**src/rtl/core/kle_pkg.sv**
```systemverilog
// kle_pkg: shared constants, codes and types of the keypad line editor
// no dependencies
package kle_pkg;

	localparam int LINE_DEPTH = 64;
	localparam int ADDR_W     = (LINE_DEPTH > 1) ? $clog2(LINE_DEPTH) : 1;
	localparam int CNT_W      = $clog2(LINE_DEPTH + 1);
	localparam logic [CNT_W-1:0] DEPTH_CNT = CNT_W'(LINE_DEPTH);

	localparam logic [1:0] REG_ENTER  = 2'd0;
	localparam logic [1:0] REG_DELETE = 2'd1;

	localparam logic [7:0] ENTER_RESET  = 8'd10;
	localparam logic [7:0] DELETE_RESET = 8'd8;

	localparam logic [7:0] CH_BACKSPACE = 8'h08;
	localparam logic [7:0] CH_SPACE     = 8'h20;
	localparam logic [7:0] CH_NONE      = 8'h00;

	localparam logic OP_KEY  = 1'b0;
	localparam logic OP_READ = 1'b1;

	typedef enum logic [1:0] {
		KIND_ECHO = 2'd0,
		KIND_READ = 2'd1,
		KIND_EOL  = 2'd2
	} kind_t;

	typedef enum logic [1:0] {
		JOB_ECHO   = 2'd0,
		JOB_DELETE = 2'd1,
		JOB_READ   = 2'd2,
		JOB_EOL    = 2'd3
	} job_code_t;

	typedef struct packed {
		job_code_t  code;
		logic [7:0] ch;
	} job_t;

endpackage

```
**src/rtl/core/kle_out_seq.sv**
```systemverilog
// kle_out_seq: output register and result sequencer, one job to one or three results
// depends on kle_pkg
module kle_out_seq import kle_pkg::*; (
	input  logic       clk,
	input  logic       arst_n,
	input  logic       job_valid,
	input  job_t       job,
	output logic       job_ready,
	output logic       out_valid,
	input  logic       out_stall,
	output logic [1:0] kind,
	output logic [7:0] character,
	output logic       last
);

	logic       valid_q;
	kind_t      kind_q;
	logic [7:0] char_q;
	logic       last_q;
	logic [1:0] rem_q;
	logic       take;

	assign take      = valid_q && !out_stall;
	assign job_ready = (!valid_q || take) && (rem_q == 2'd0);

	always_ff @(posedge clk or negedge arst_n) begin
		if (!arst_n) begin
			valid_q <= 1'b0;
			rem_q   <= 2'd0;
			kind_q  <= KIND_ECHO;
			char_q  <= CH_NONE;
			last_q  <= 1'b0;
		end else if (job_valid && job_ready) begin
			valid_q <= 1'b1;
			unique case (job.code)
				JOB_ECHO: begin
					kind_q <= KIND_ECHO;
					char_q <= job.ch;
					last_q <= 1'b1;
					rem_q  <= 2'd0;
				end
				JOB_DELETE: begin
					kind_q <= KIND_ECHO;
					char_q <= CH_BACKSPACE;
					last_q <= 1'b0;
					rem_q  <= 2'd2;
				end
				JOB_READ: begin
					kind_q <= KIND_READ;
					char_q <= job.ch;
					last_q <= 1'b1;
					rem_q  <= 2'd0;
				end
				JOB_EOL: begin
					kind_q <= KIND_EOL;
					char_q <= CH_NONE;
					last_q <= 1'b1;
					rem_q  <= 2'd0;
				end
				default: begin
					kind_q <= KIND_EOL;
					char_q <= CH_NONE;
					last_q <= 1'b1;
					rem_q  <= 2'd0;
				end
			endcase
		end else if (take) begin
			if (rem_q != 2'd0) begin
				char_q <= (rem_q == 2'd2) ? CH_SPACE : CH_BACKSPACE;
				last_q <= (rem_q == 2'd1);
				rem_q  <= rem_q - 2'd1;
			end else begin
				valid_q <= 1'b0;
			end
		end
	end

	assign out_valid = valid_q;
	assign kind      = kind_q;
	assign character = char_q;
	assign last      = last_q;

endmodule

```
**src/rtl/core/keypad_line_editor_unit.sv**
```systemverilog
// Keypad line editor: collects key codes into a line store and replays them on read requests.
// Takes the line RAM, the control state and the decode stage; depends on kle_pkg, kle_out_seq.
// Throughput: a transaction is accepted every cycle as long as the output side keeps up; its
// results pass through the decode stage register (with the synchronous line RAM read) and then the
// output register. A delete key gives three echo results and holds the output register until all
// three are taken, stalling the transactions behind it. Key presses and read requests that give
// no result leave no trace in the pipeline. The line RAM needs no clearing after reset; entries
// are read only below the current character count. Configuration is written through
// cfg_we/cfg_index/cfg_data.
module keypad_line_editor_unit import kle_pkg::*; (
	input  logic       clk,
	input  logic       arst_n,
	input  logic       cfg_we,
	input  logic [1:0] cfg_index,
	input  logic [7:0] cfg_data,
	input  logic       in_valid,
	output logic       in_stall,
	input  logic       operation,
	input  logic [7:0] key_code,
	output logic       out_valid,
	input  logic       out_stall,
	output logic [1:0] kind,
	output logic [7:0] character,
	output logic       last
);

	logic [7:0]       mem [LINE_DEPTH];
	logic [7:0]       rdata_q;
	logic [7:0]       enter_q;
	logic [7:0]       delete_q;
	logic [CNT_W-1:0] cnt_q;
	logic [CNT_W-1:0] rd_idx_q;
	logic             replay_q;

	logic             s1_valid_s1;
	job_code_t        code_s1;
	logic [7:0]       key_s1;

	logic             in_fire;
	logic             gen;
	job_code_t        gen_code;
	logic             mem_we;
	logic             mem_re;
	logic             job_ready;
	job_t             job;

	assign in_fire = in_valid && !in_stall;
	assign in_stall = s1_valid_s1 && !job_ready;

	// decode of the incoming transaction
	always_comb begin
		gen      = 1'b0;
		gen_code = JOB_ECHO;
		mem_we   = 1'b0;
		mem_re   = 1'b0;
		if (operation == OP_KEY) begin
			if (!replay_q && key_code != enter_q) begin
				if (key_code == delete_q) begin
					gen      = (cnt_q != '0);
					gen_code = JOB_DELETE;
				end else if (cnt_q != DEPTH_CNT) begin
					gen      = 1'b1;
					gen_code = JOB_ECHO;
					mem_we   = in_fire;
				end
			end
		end else if (replay_q) begin
			gen = 1'b1;
			if (rd_idx_q < cnt_q) begin
				gen_code = JOB_READ;
				mem_re   = in_fire;
			end else begin
				gen_code = JOB_EOL;
			end
		end
	end

	always_ff @(posedge clk) begin
		if (mem_we) begin
			mem[cnt_q[ADDR_W-1:0]] <= key_code;
		end
		if (mem_re) begin
			rdata_q <= mem[rd_idx_q[ADDR_W-1:0]];
		end
	end

	always_ff @(posedge clk or negedge arst_n) begin
		if (!arst_n) begin
			enter_q  <= ENTER_RESET;
			delete_q <= DELETE_RESET;
		end else if (cfg_we) begin
			if (cfg_index == REG_ENTER) begin
				enter_q <= cfg_data;
			end else if (cfg_index == REG_DELETE) begin
				delete_q <= cfg_data;
			end
		end
	end

	always_ff @(posedge clk or negedge arst_n) begin
		if (!arst_n) begin
			cnt_q    <= '0;
			rd_idx_q <= '0;
			replay_q <= 1'b0;
		end else if (in_fire) begin
			if (operation == OP_KEY) begin
				if (!replay_q) begin
					if (key_code == enter_q) begin
						replay_q <= 1'b1;
						rd_idx_q <= '0;
					end else if (key_code == delete_q) begin
						if (cnt_q != '0) begin
							cnt_q <= cnt_q - CNT_W'(1);
						end
					end else if (cnt_q != DEPTH_CNT) begin
						cnt_q <= cnt_q + CNT_W'(1);
					end
				end
			end else if (replay_q) begin
				if (rd_idx_q < cnt_q) begin
					rd_idx_q <= rd_idx_q + CNT_W'(1);
				end else begin
					cnt_q    <= '0;
					rd_idx_q <= '0;
					replay_q <= 1'b0;
				end
			end
		end
	end

	always_ff @(posedge clk or negedge arst_n) begin
		if (!arst_n) begin
			s1_valid_s1 <= 1'b0;
		end else if (in_fire) begin
			s1_valid_s1 <= gen;
		end else if (job_ready) begin
			s1_valid_s1 <= 1'b0;
		end
	end

	always_ff @(posedge clk) begin
		if (in_fire && gen) begin
			code_s1 <= gen_code;
			key_s1  <= key_code;
		end
	end

	assign job.code = code_s1;
	assign job.ch   = (code_s1 == JOB_READ) ? rdata_q : key_s1;

	kle_out_seq u_out_seq (
		.clk       (clk),
		.arst_n    (arst_n),
		.job_valid (s1_valid_s1),
		.job       (job),
		.job_ready (job_ready),
		.out_valid (out_valid),
		.out_stall (out_stall),
		.kind      (kind),
		.character (character),
		.last      (last)
	);

endmodule

```
**config.mk**
```make
export PLATFORM = sky130hd
export DESIGN_NAME = keypad_line_editor_unit
export DESIGN_NICKNAME = d
export VERILOG_FILES = /design/src/rtl/core/kle_pkg.sv /design/src/rtl/core/kle_out_seq.sv /design/src/rtl/core/keypad_line_editor_unit.sv
export SDC_FILE = /design/constraint.sdc
export NUM_CORES = 1
export LEC_CHECK = 0
export BUFFER_PORTS_ARGS = -buffer_cell sky130_fd_sc_hd__buf_2
export CAP_MARGIN = 20
export CORE_AREA = 4 4 246 248
export CTS_BUF_LIST = sky130_fd_sc_hd__clkbuf_16
export CTS_CLUSTER_SIZE = 8
export DETAILED_ROUTE_END_ITERATION = 8
export DIE_AREA = 0 0 250 252
export PLACE_DENSITY = 0.56
export SYNTH_ARGS = -nofsm -noshare
export SYNTH_HDL_FRONTEND = slang
export SYNTH_HIERARCHICAL = 1
export SYNTH_SLANG_ARGS = --single-unit
```
**constraint.sdc**
```tcl
create_clock -name clk -period 2.9 [get_ports clk]
set_input_delay 0.145 -clock clk [delete_from_list [all_inputs] [get_ports clk]]
set_output_delay 0.145 -clock clk [all_outputs]
set_load 0.02 [all_outputs]
```
Word level (Yosys, flattened, before mapping):

Memories as Yosys holds them, arrays and structs flattened. A register that Yosys moved wholly into a read port is not among the register bits.
Cells that the tools add are included.

* $add $sub $neg: 4
* equal/unequal tests: 16
* reductions and logical operators: 32
* muxes and demuxes: 57
* $lt $le $gt $ge: 1
* bitwise operators: 1

Operator list (count)
* 2-to-1 mux 7 bit: 13
* 2-to-1 mux 8 bit: 4
* 2-to-1 mux 1 bit: 30
* case mux 8 bit (3 select lines): 1
* == test 8 bit: 2
* adder 7 x 1 -> 7 bit (second input constant): 2
* 2-to-1 mux 2 bit: 5
* nonzero test 2 bit: 5
* != test 8 bit: 1
* logical AND 1 bit: 7
* less-than comparator 7 bit: 1
* != test 7 bit (second input constant): 1
* AND reduction 7 bit: 1
* nonzero test 7 bit: 1
* subtractor 7 x 1 -> 7 bit (second input constant): 1
* == test 2 x 1 -> 1 bit (second input constant): 3
* == test 2 bit (second input constant): 3
* logical NOT 2 bit: 3
* 2-to-1 mux 6 bit: 1
* != test 2 bit (second input constant): 3
* case mux 2 bit (3 select lines): 1
* AND reduction 2 bit: 3
* logical NOT 1 bit: 5
* != test 2 x 1 -> 1 bit (second input constant): 2
* other kinds (11): 12

* bits in registers: 56
* output and inout port bits: 13
* memories: 1
* bits of input ports: 24
* word-level logic and storage cells: 125
* memory bits (writable): 512

Memory list
* mem: words 64, width 8, rd ports 1, clocked after Yosys merged registers in 1, write ports 1, RTL line keypad_line_editor_unit.sv:27 `logic [7:0] mem [LINE_DEPTH];`

Longest topological paths before layout:

* depth in word-level cells: 14
* gate-level depth with buffers: 12
* depth with buffers taken out: 12

Cells and area by module:

Netlist, hierarchy kept.

Modules (own cells, without submodules)
* keypad_line_editor_unit: cells an instance 1033, area an instance 22432.8 sq um, times used 1
* kle_out_seq: cells an instance 66, area an instance 716.9 sq um, times used 1

Worst setup path after synthesis:

OpenSTA, ideal clock, no wires.

* path type: reg-to-reg
* from: register delete_q[3]
* to: register cnt_q[6]
* stages on the path, launching flop included: 12
* data arrival time: 2.928 ns
* data required time: 2.813 ns
* setup slack: -0.115 ns
* clock period less this slack: 3.015 ns
* library setup time: 0.087 ns
* cells stage by stage: dfstp_2 > xor2_1 > nor4_2 > nand2_1 > inv_2 > ha_1 > a21oi_1 > a21oi_1 > o311ai_1 > o41ai_1 > or4b_1 > o211ai_1

* word-level cells in the longest chain between the ends: 5
* elaborated cells on any way between the ends: 8

RTL lines
* start: declaration: RTL line keypad_line_editor_unit.sv:30 `logic [7:0] delete_q;`
* start signal: assignment: RTL line keypad_line_editor_unit.sv:95 `delete_q <= cfg_data;`
* == test 8 bit (*): RTL line keypad_line_editor_unit.sv:111 `end else if (key_code == delete_q) begin`
* 2-to-1 mux 7 bit: RTL line keypad_line_editor_unit.sv:111
* 2-to-1 mux 7 bit: RTL line keypad_line_editor_unit.sv:108 `if (key_code == enter_q) begin`
* 2-to-1 mux 7 bit: RTL line keypad_line_editor_unit.sv:107 `if (!replay_q) begin`
* 2-to-1 mux 7 bit: RTL line keypad_line_editor_unit.sv:106 `if (operation == OP_KEY) begin`
* end signal: assignment: RTL line keypad_line_editor_unit.sv:113 `cnt_q <= cnt_q - CNT_W'(1);`
* end signal: assignment: RTL line keypad_line_editor_unit.sv:116 `cnt_q <= cnt_q + CNT_W'(1);`
* end: declaration: RTL line keypad_line_editor_unit.sv:31 `logic [CNT_W-1:0] cnt_q;`

Every way passes the cells marked *; elsewhere a longest branch is shown, timed or not. The select of a mux whose other input is x is not followed.
A chain may end at the register's enable or synchronous reset.

Worst setup path in the final report:

* from: register delete_q[1]
* to: register cnt_q[6]

Same word-level chain as after synthesis.

==> summary.md <==
| Metric | Value |
|---|---|
| Ant diodes | 0 |
| Total of max-cap violations | 0 |
| Critical Path End Type | flip-flop |
| Area leader, netlist | edfxtp_1 |
| Die width | roughly 250 um |
| GR peak layer | met2 |
| Critical path type | flip-flop to flip-flop |
| Layout area overhead | 19.9% |
| GRT Resource Usage Total | 17.2% |
| Worst ir drop on vdd | roughly 0.43 mV |
| Final core utilization | 47.5% |
| Most numerous cell in the Yosys netlist | edfxtp_1 |
| #FFs+latches synth | between 500 and 600 |
| HP Class | input port to flip-flop |
| CTS Buf Count | 82 |
| H-tree depth | 3 |
| Final Hold Viols | 0 |
| Layout cells sized above 1 | 36.5% |
| P_int | 15.0 mW |
| Via count | 11600 |
| Relative slew margins | 47.2% |
| Share of the synthesized area in the top cell type | between 60% and 70% |
| Initial DRC Count | between 900 and 1000 |
| Syn nets | 1139 |
| Synth top cells by count | edfxtp_1, mux4_2, nor2_1 |
| Pin count of the biggest net entering global routing | 66 |
| Antenna violations before repair | 0 |
| Max clock buf depth | 3 |
| Final Setup Violations | 0 |
| Post-Route WL | 53600 um |
| M3 GR Usage | around 3.2% |
| Total power | 19.1 mW |
| Syn Inst Count | between 1000 and 1500 |
| CTS root buffer | clkbuf_16 |
| Nets | ~1400 |
| CP peak stage delay | 480 ps |
| Worst-Skew Late Latency | between 600 and 700 ps |
| Pre-antenna DRT Iters | 5 |
| Vias in the first global route | roughly 12000 |
| Worst Tran Pin Value | 791 ps |
| Final period util | ~94% |
| Routability Congestion | 0.786 |
| Register area share after synthesis | 73.7% |
| Drt wl/cell | approximately 25 um |
| Status | finished, final reports clean |
| Total gr overflow | 0 |
| Pwr dens | about 690 mW/mm^2 |
| Global-route met2 utilization | 26.8% |
| First-pass GRT wire length | 80700 um |
| Sw Ratio | 21.4% |
| Grt met1 use | approximately 25% |
| Data arrival, critical path | between 3000 and 4000 ps |
| Initial Util | approximately 40% |
| Clock transition at the registers of the reported paths | 50 ps |
| CTS sink count | 576 |
| Slew Viols, Final | 0 |
| CTS tree | built |
| Unique masters post-synth | 66 |
| Warnings, synthesis | 6 |
| CP cell instances | xor2_2 -> nor4_4 -> nand2_2 -> clkinv_4 -> ha_4 -> buf_4 -> nand2_1 -> a21oi_2 -> o311ai_2 -> o41ai_2 -> or4b_1 -> o211ai_1 |
| Required time worst endpoint | 3430 ps |
| Core area | 0.0585 mm^2 |
| Primary FF master, synth | edfxtp_1 |
| Die area | 0.0630 mm^2 |
| Setup crit start kind | flip-flop |
| Top post-synthesis cells by area | edfxtp_1, mux4_2, dfrtp_1 |
| Tmin final | roughly 2700 ps |
| EDFF count, synth | 530 |
| DRC Markers | 0 |
| Final ANT Viol Nets | 0 |
| Port Buf Inserts | 36 |
| Cell Area, Synth | 0.0231 mm^2 |
| Post-DP HPWL | 34000 um |
| Worst-case clock skew | between 15 and 20 ps |
| LEAKAGE | 9.03 nW |
| Die Y | between 200 and 300 um |
| Combinational power share | under 10% |
| CP max-delay cell | or4b_1 |
| Crit path max fanout | 8 |
| # rows | 89 |
| Switching power | 4.08 mW |
| Clock share of power | ~44% |
| Max Clk Rate | around 360 MHz |
| I/O pins | 37 |
| Async S/R FF share, synth | 7.99% |
| Sequential group share of total power | 48.3% |
| Syn avg cell area | 21.1 um^2 |
| Vias/cell | 5.45 |
==> critical path, delay by kind of cell (launching register included) <==
kind	cells	cell delay (ps)
simple gates	4	1010
compound gates	4	560
flops	1	400
buf+inv	2	260
fa+ha+maj	1	220
xor+xnor	1	200
==> logic make-up after synthesis <==
family / Yosys count / synth area share, %
adders and majority gates: 16 / 0.865
DFF: 576 / 73.7
xor gates and xnor gates: 25 / 0.946
AOI/OAI and AO/OA: 65 / 1.94
and+or+nand+nor: 156 / 3.35
buffers and inverters: 62 / 1.32
muxes: 199 / 17.8
==> placed cells by master (no fill, tap or decap), types with 15 or more instances in the layout <==
master	netlist	routed
nor2_1	76	75
clkbuf_16	0	84
buf_12	0	15
buf_2	5	36
mux4_2	168	168
inv_1	13	28
buf_4	4	125
dfrtp_1	43	40
edfxtp_1	530	530
mux2_2	26	26
nand2_1	17	16
==> timing repair <==
action,4_1_cts,5_1_grt
resized for setup,0,14
endpoints found under the setup margin,0,2
buffers inserted,0,2
endpoints found under the hold margin,60,0
hold buffers,14,0
==> layer usage <==
layer,vias to the layer above,share of wire [%]
met4,0,2.9
li1,5009,-
met2,346,47
met1,6122,44
met5,-,0
met3,82,5.9
==> flip-flops by register name, summed over array words and instances, names as in the netlist <==
name and count:
mem 512, u_out_seq/out_valid 1, delete_q 8, code_s1 2
cnt_q 7, u_out_seq/kind 2, rdata_q 8, key_s1 8
u_out_seq/rem_q 2, u_out_seq/last 1, u_out_seq/character 8, replay_q 1
rd_idx_q 7, s1_valid_s1 1, enter_q 8
==> power by group through the flow <==
stage,Sequential [mW],Combinational (mW),Clock (mW)
floorplan,9.34,0.952,0
global placement,9.37,1.48,0
detailed placement,9.38,1.50,0
CTS,9.22,1.52,8.57
global route,9.22,1.62,8.97
finish,9.23,1.51,8.36
==> per-stage QoR <==
stage | instance area (um^2) | hold slack (ps) | setup TNS [ps] | cells | worst slack [ps]
after floorplan | 23200 | -151 | 0 | 1099 | 61.2
after global placement | 25300 | 269 | 0 | 1999 | 47.5
after detailed placement | 25300 | 270 | 0 | 1999 | 34.2
after CTS | 27700 | 45.6 | 0 | 2118 | 57.7
after global routing | 27700 | 82.0 | -24.6 | 2120 | -20.4
final | 27700 | 89.7 | 0 | 2120 | 160
==> final cells by class <==
cell class | instances | area, um^2
Sequential cell | 576 | 17100
Clock buffer | 84 | 2100
Inverter | 15 | 61.3
Clock inverter | 21 | 128
Fill cell | 4810 | 30700
Timing Repair Buffer | 190 | 1560
Tap cell | 773 | 967
Multi-Input combinational cell | 461 | 5850
==> path summary, 6_finish.rpt <==
| kind | start | end | slack (ps) | cells past startpoint |
|---|---|---|---|---|
| setup / recovery | delete_q[1]$_DFFE_PN0P_ | cnt_q[6]$_DFFE_PN0P_ | 160 | 12 |
| hold / removal | cfg_index[1] | enter_q[2]$_DFFE_PN0P_ | 90 | 4 |
| setup reg to reg | delete_q[1]$_DFFE_PN0P_ | cnt_q[6]$_DFFE_PN0P_ | 160 | 12 |
| hold reg to reg | u_out_seq/kind[0]$_DFFE_PN0P_ | u_out_seq/kind[0]$_DFFE_PN0P_ | 460 | 2 |
| max in group asynchronous | arst_n | enter_q[3]$_DFFE_PN1P_ | 1960 | 3 |
| min in group asynchronous | arst_n | u_out_seq/character[3]$_DFFE_PN0P_ | 160 | 2 |
(Power assumes the default switching activity.)
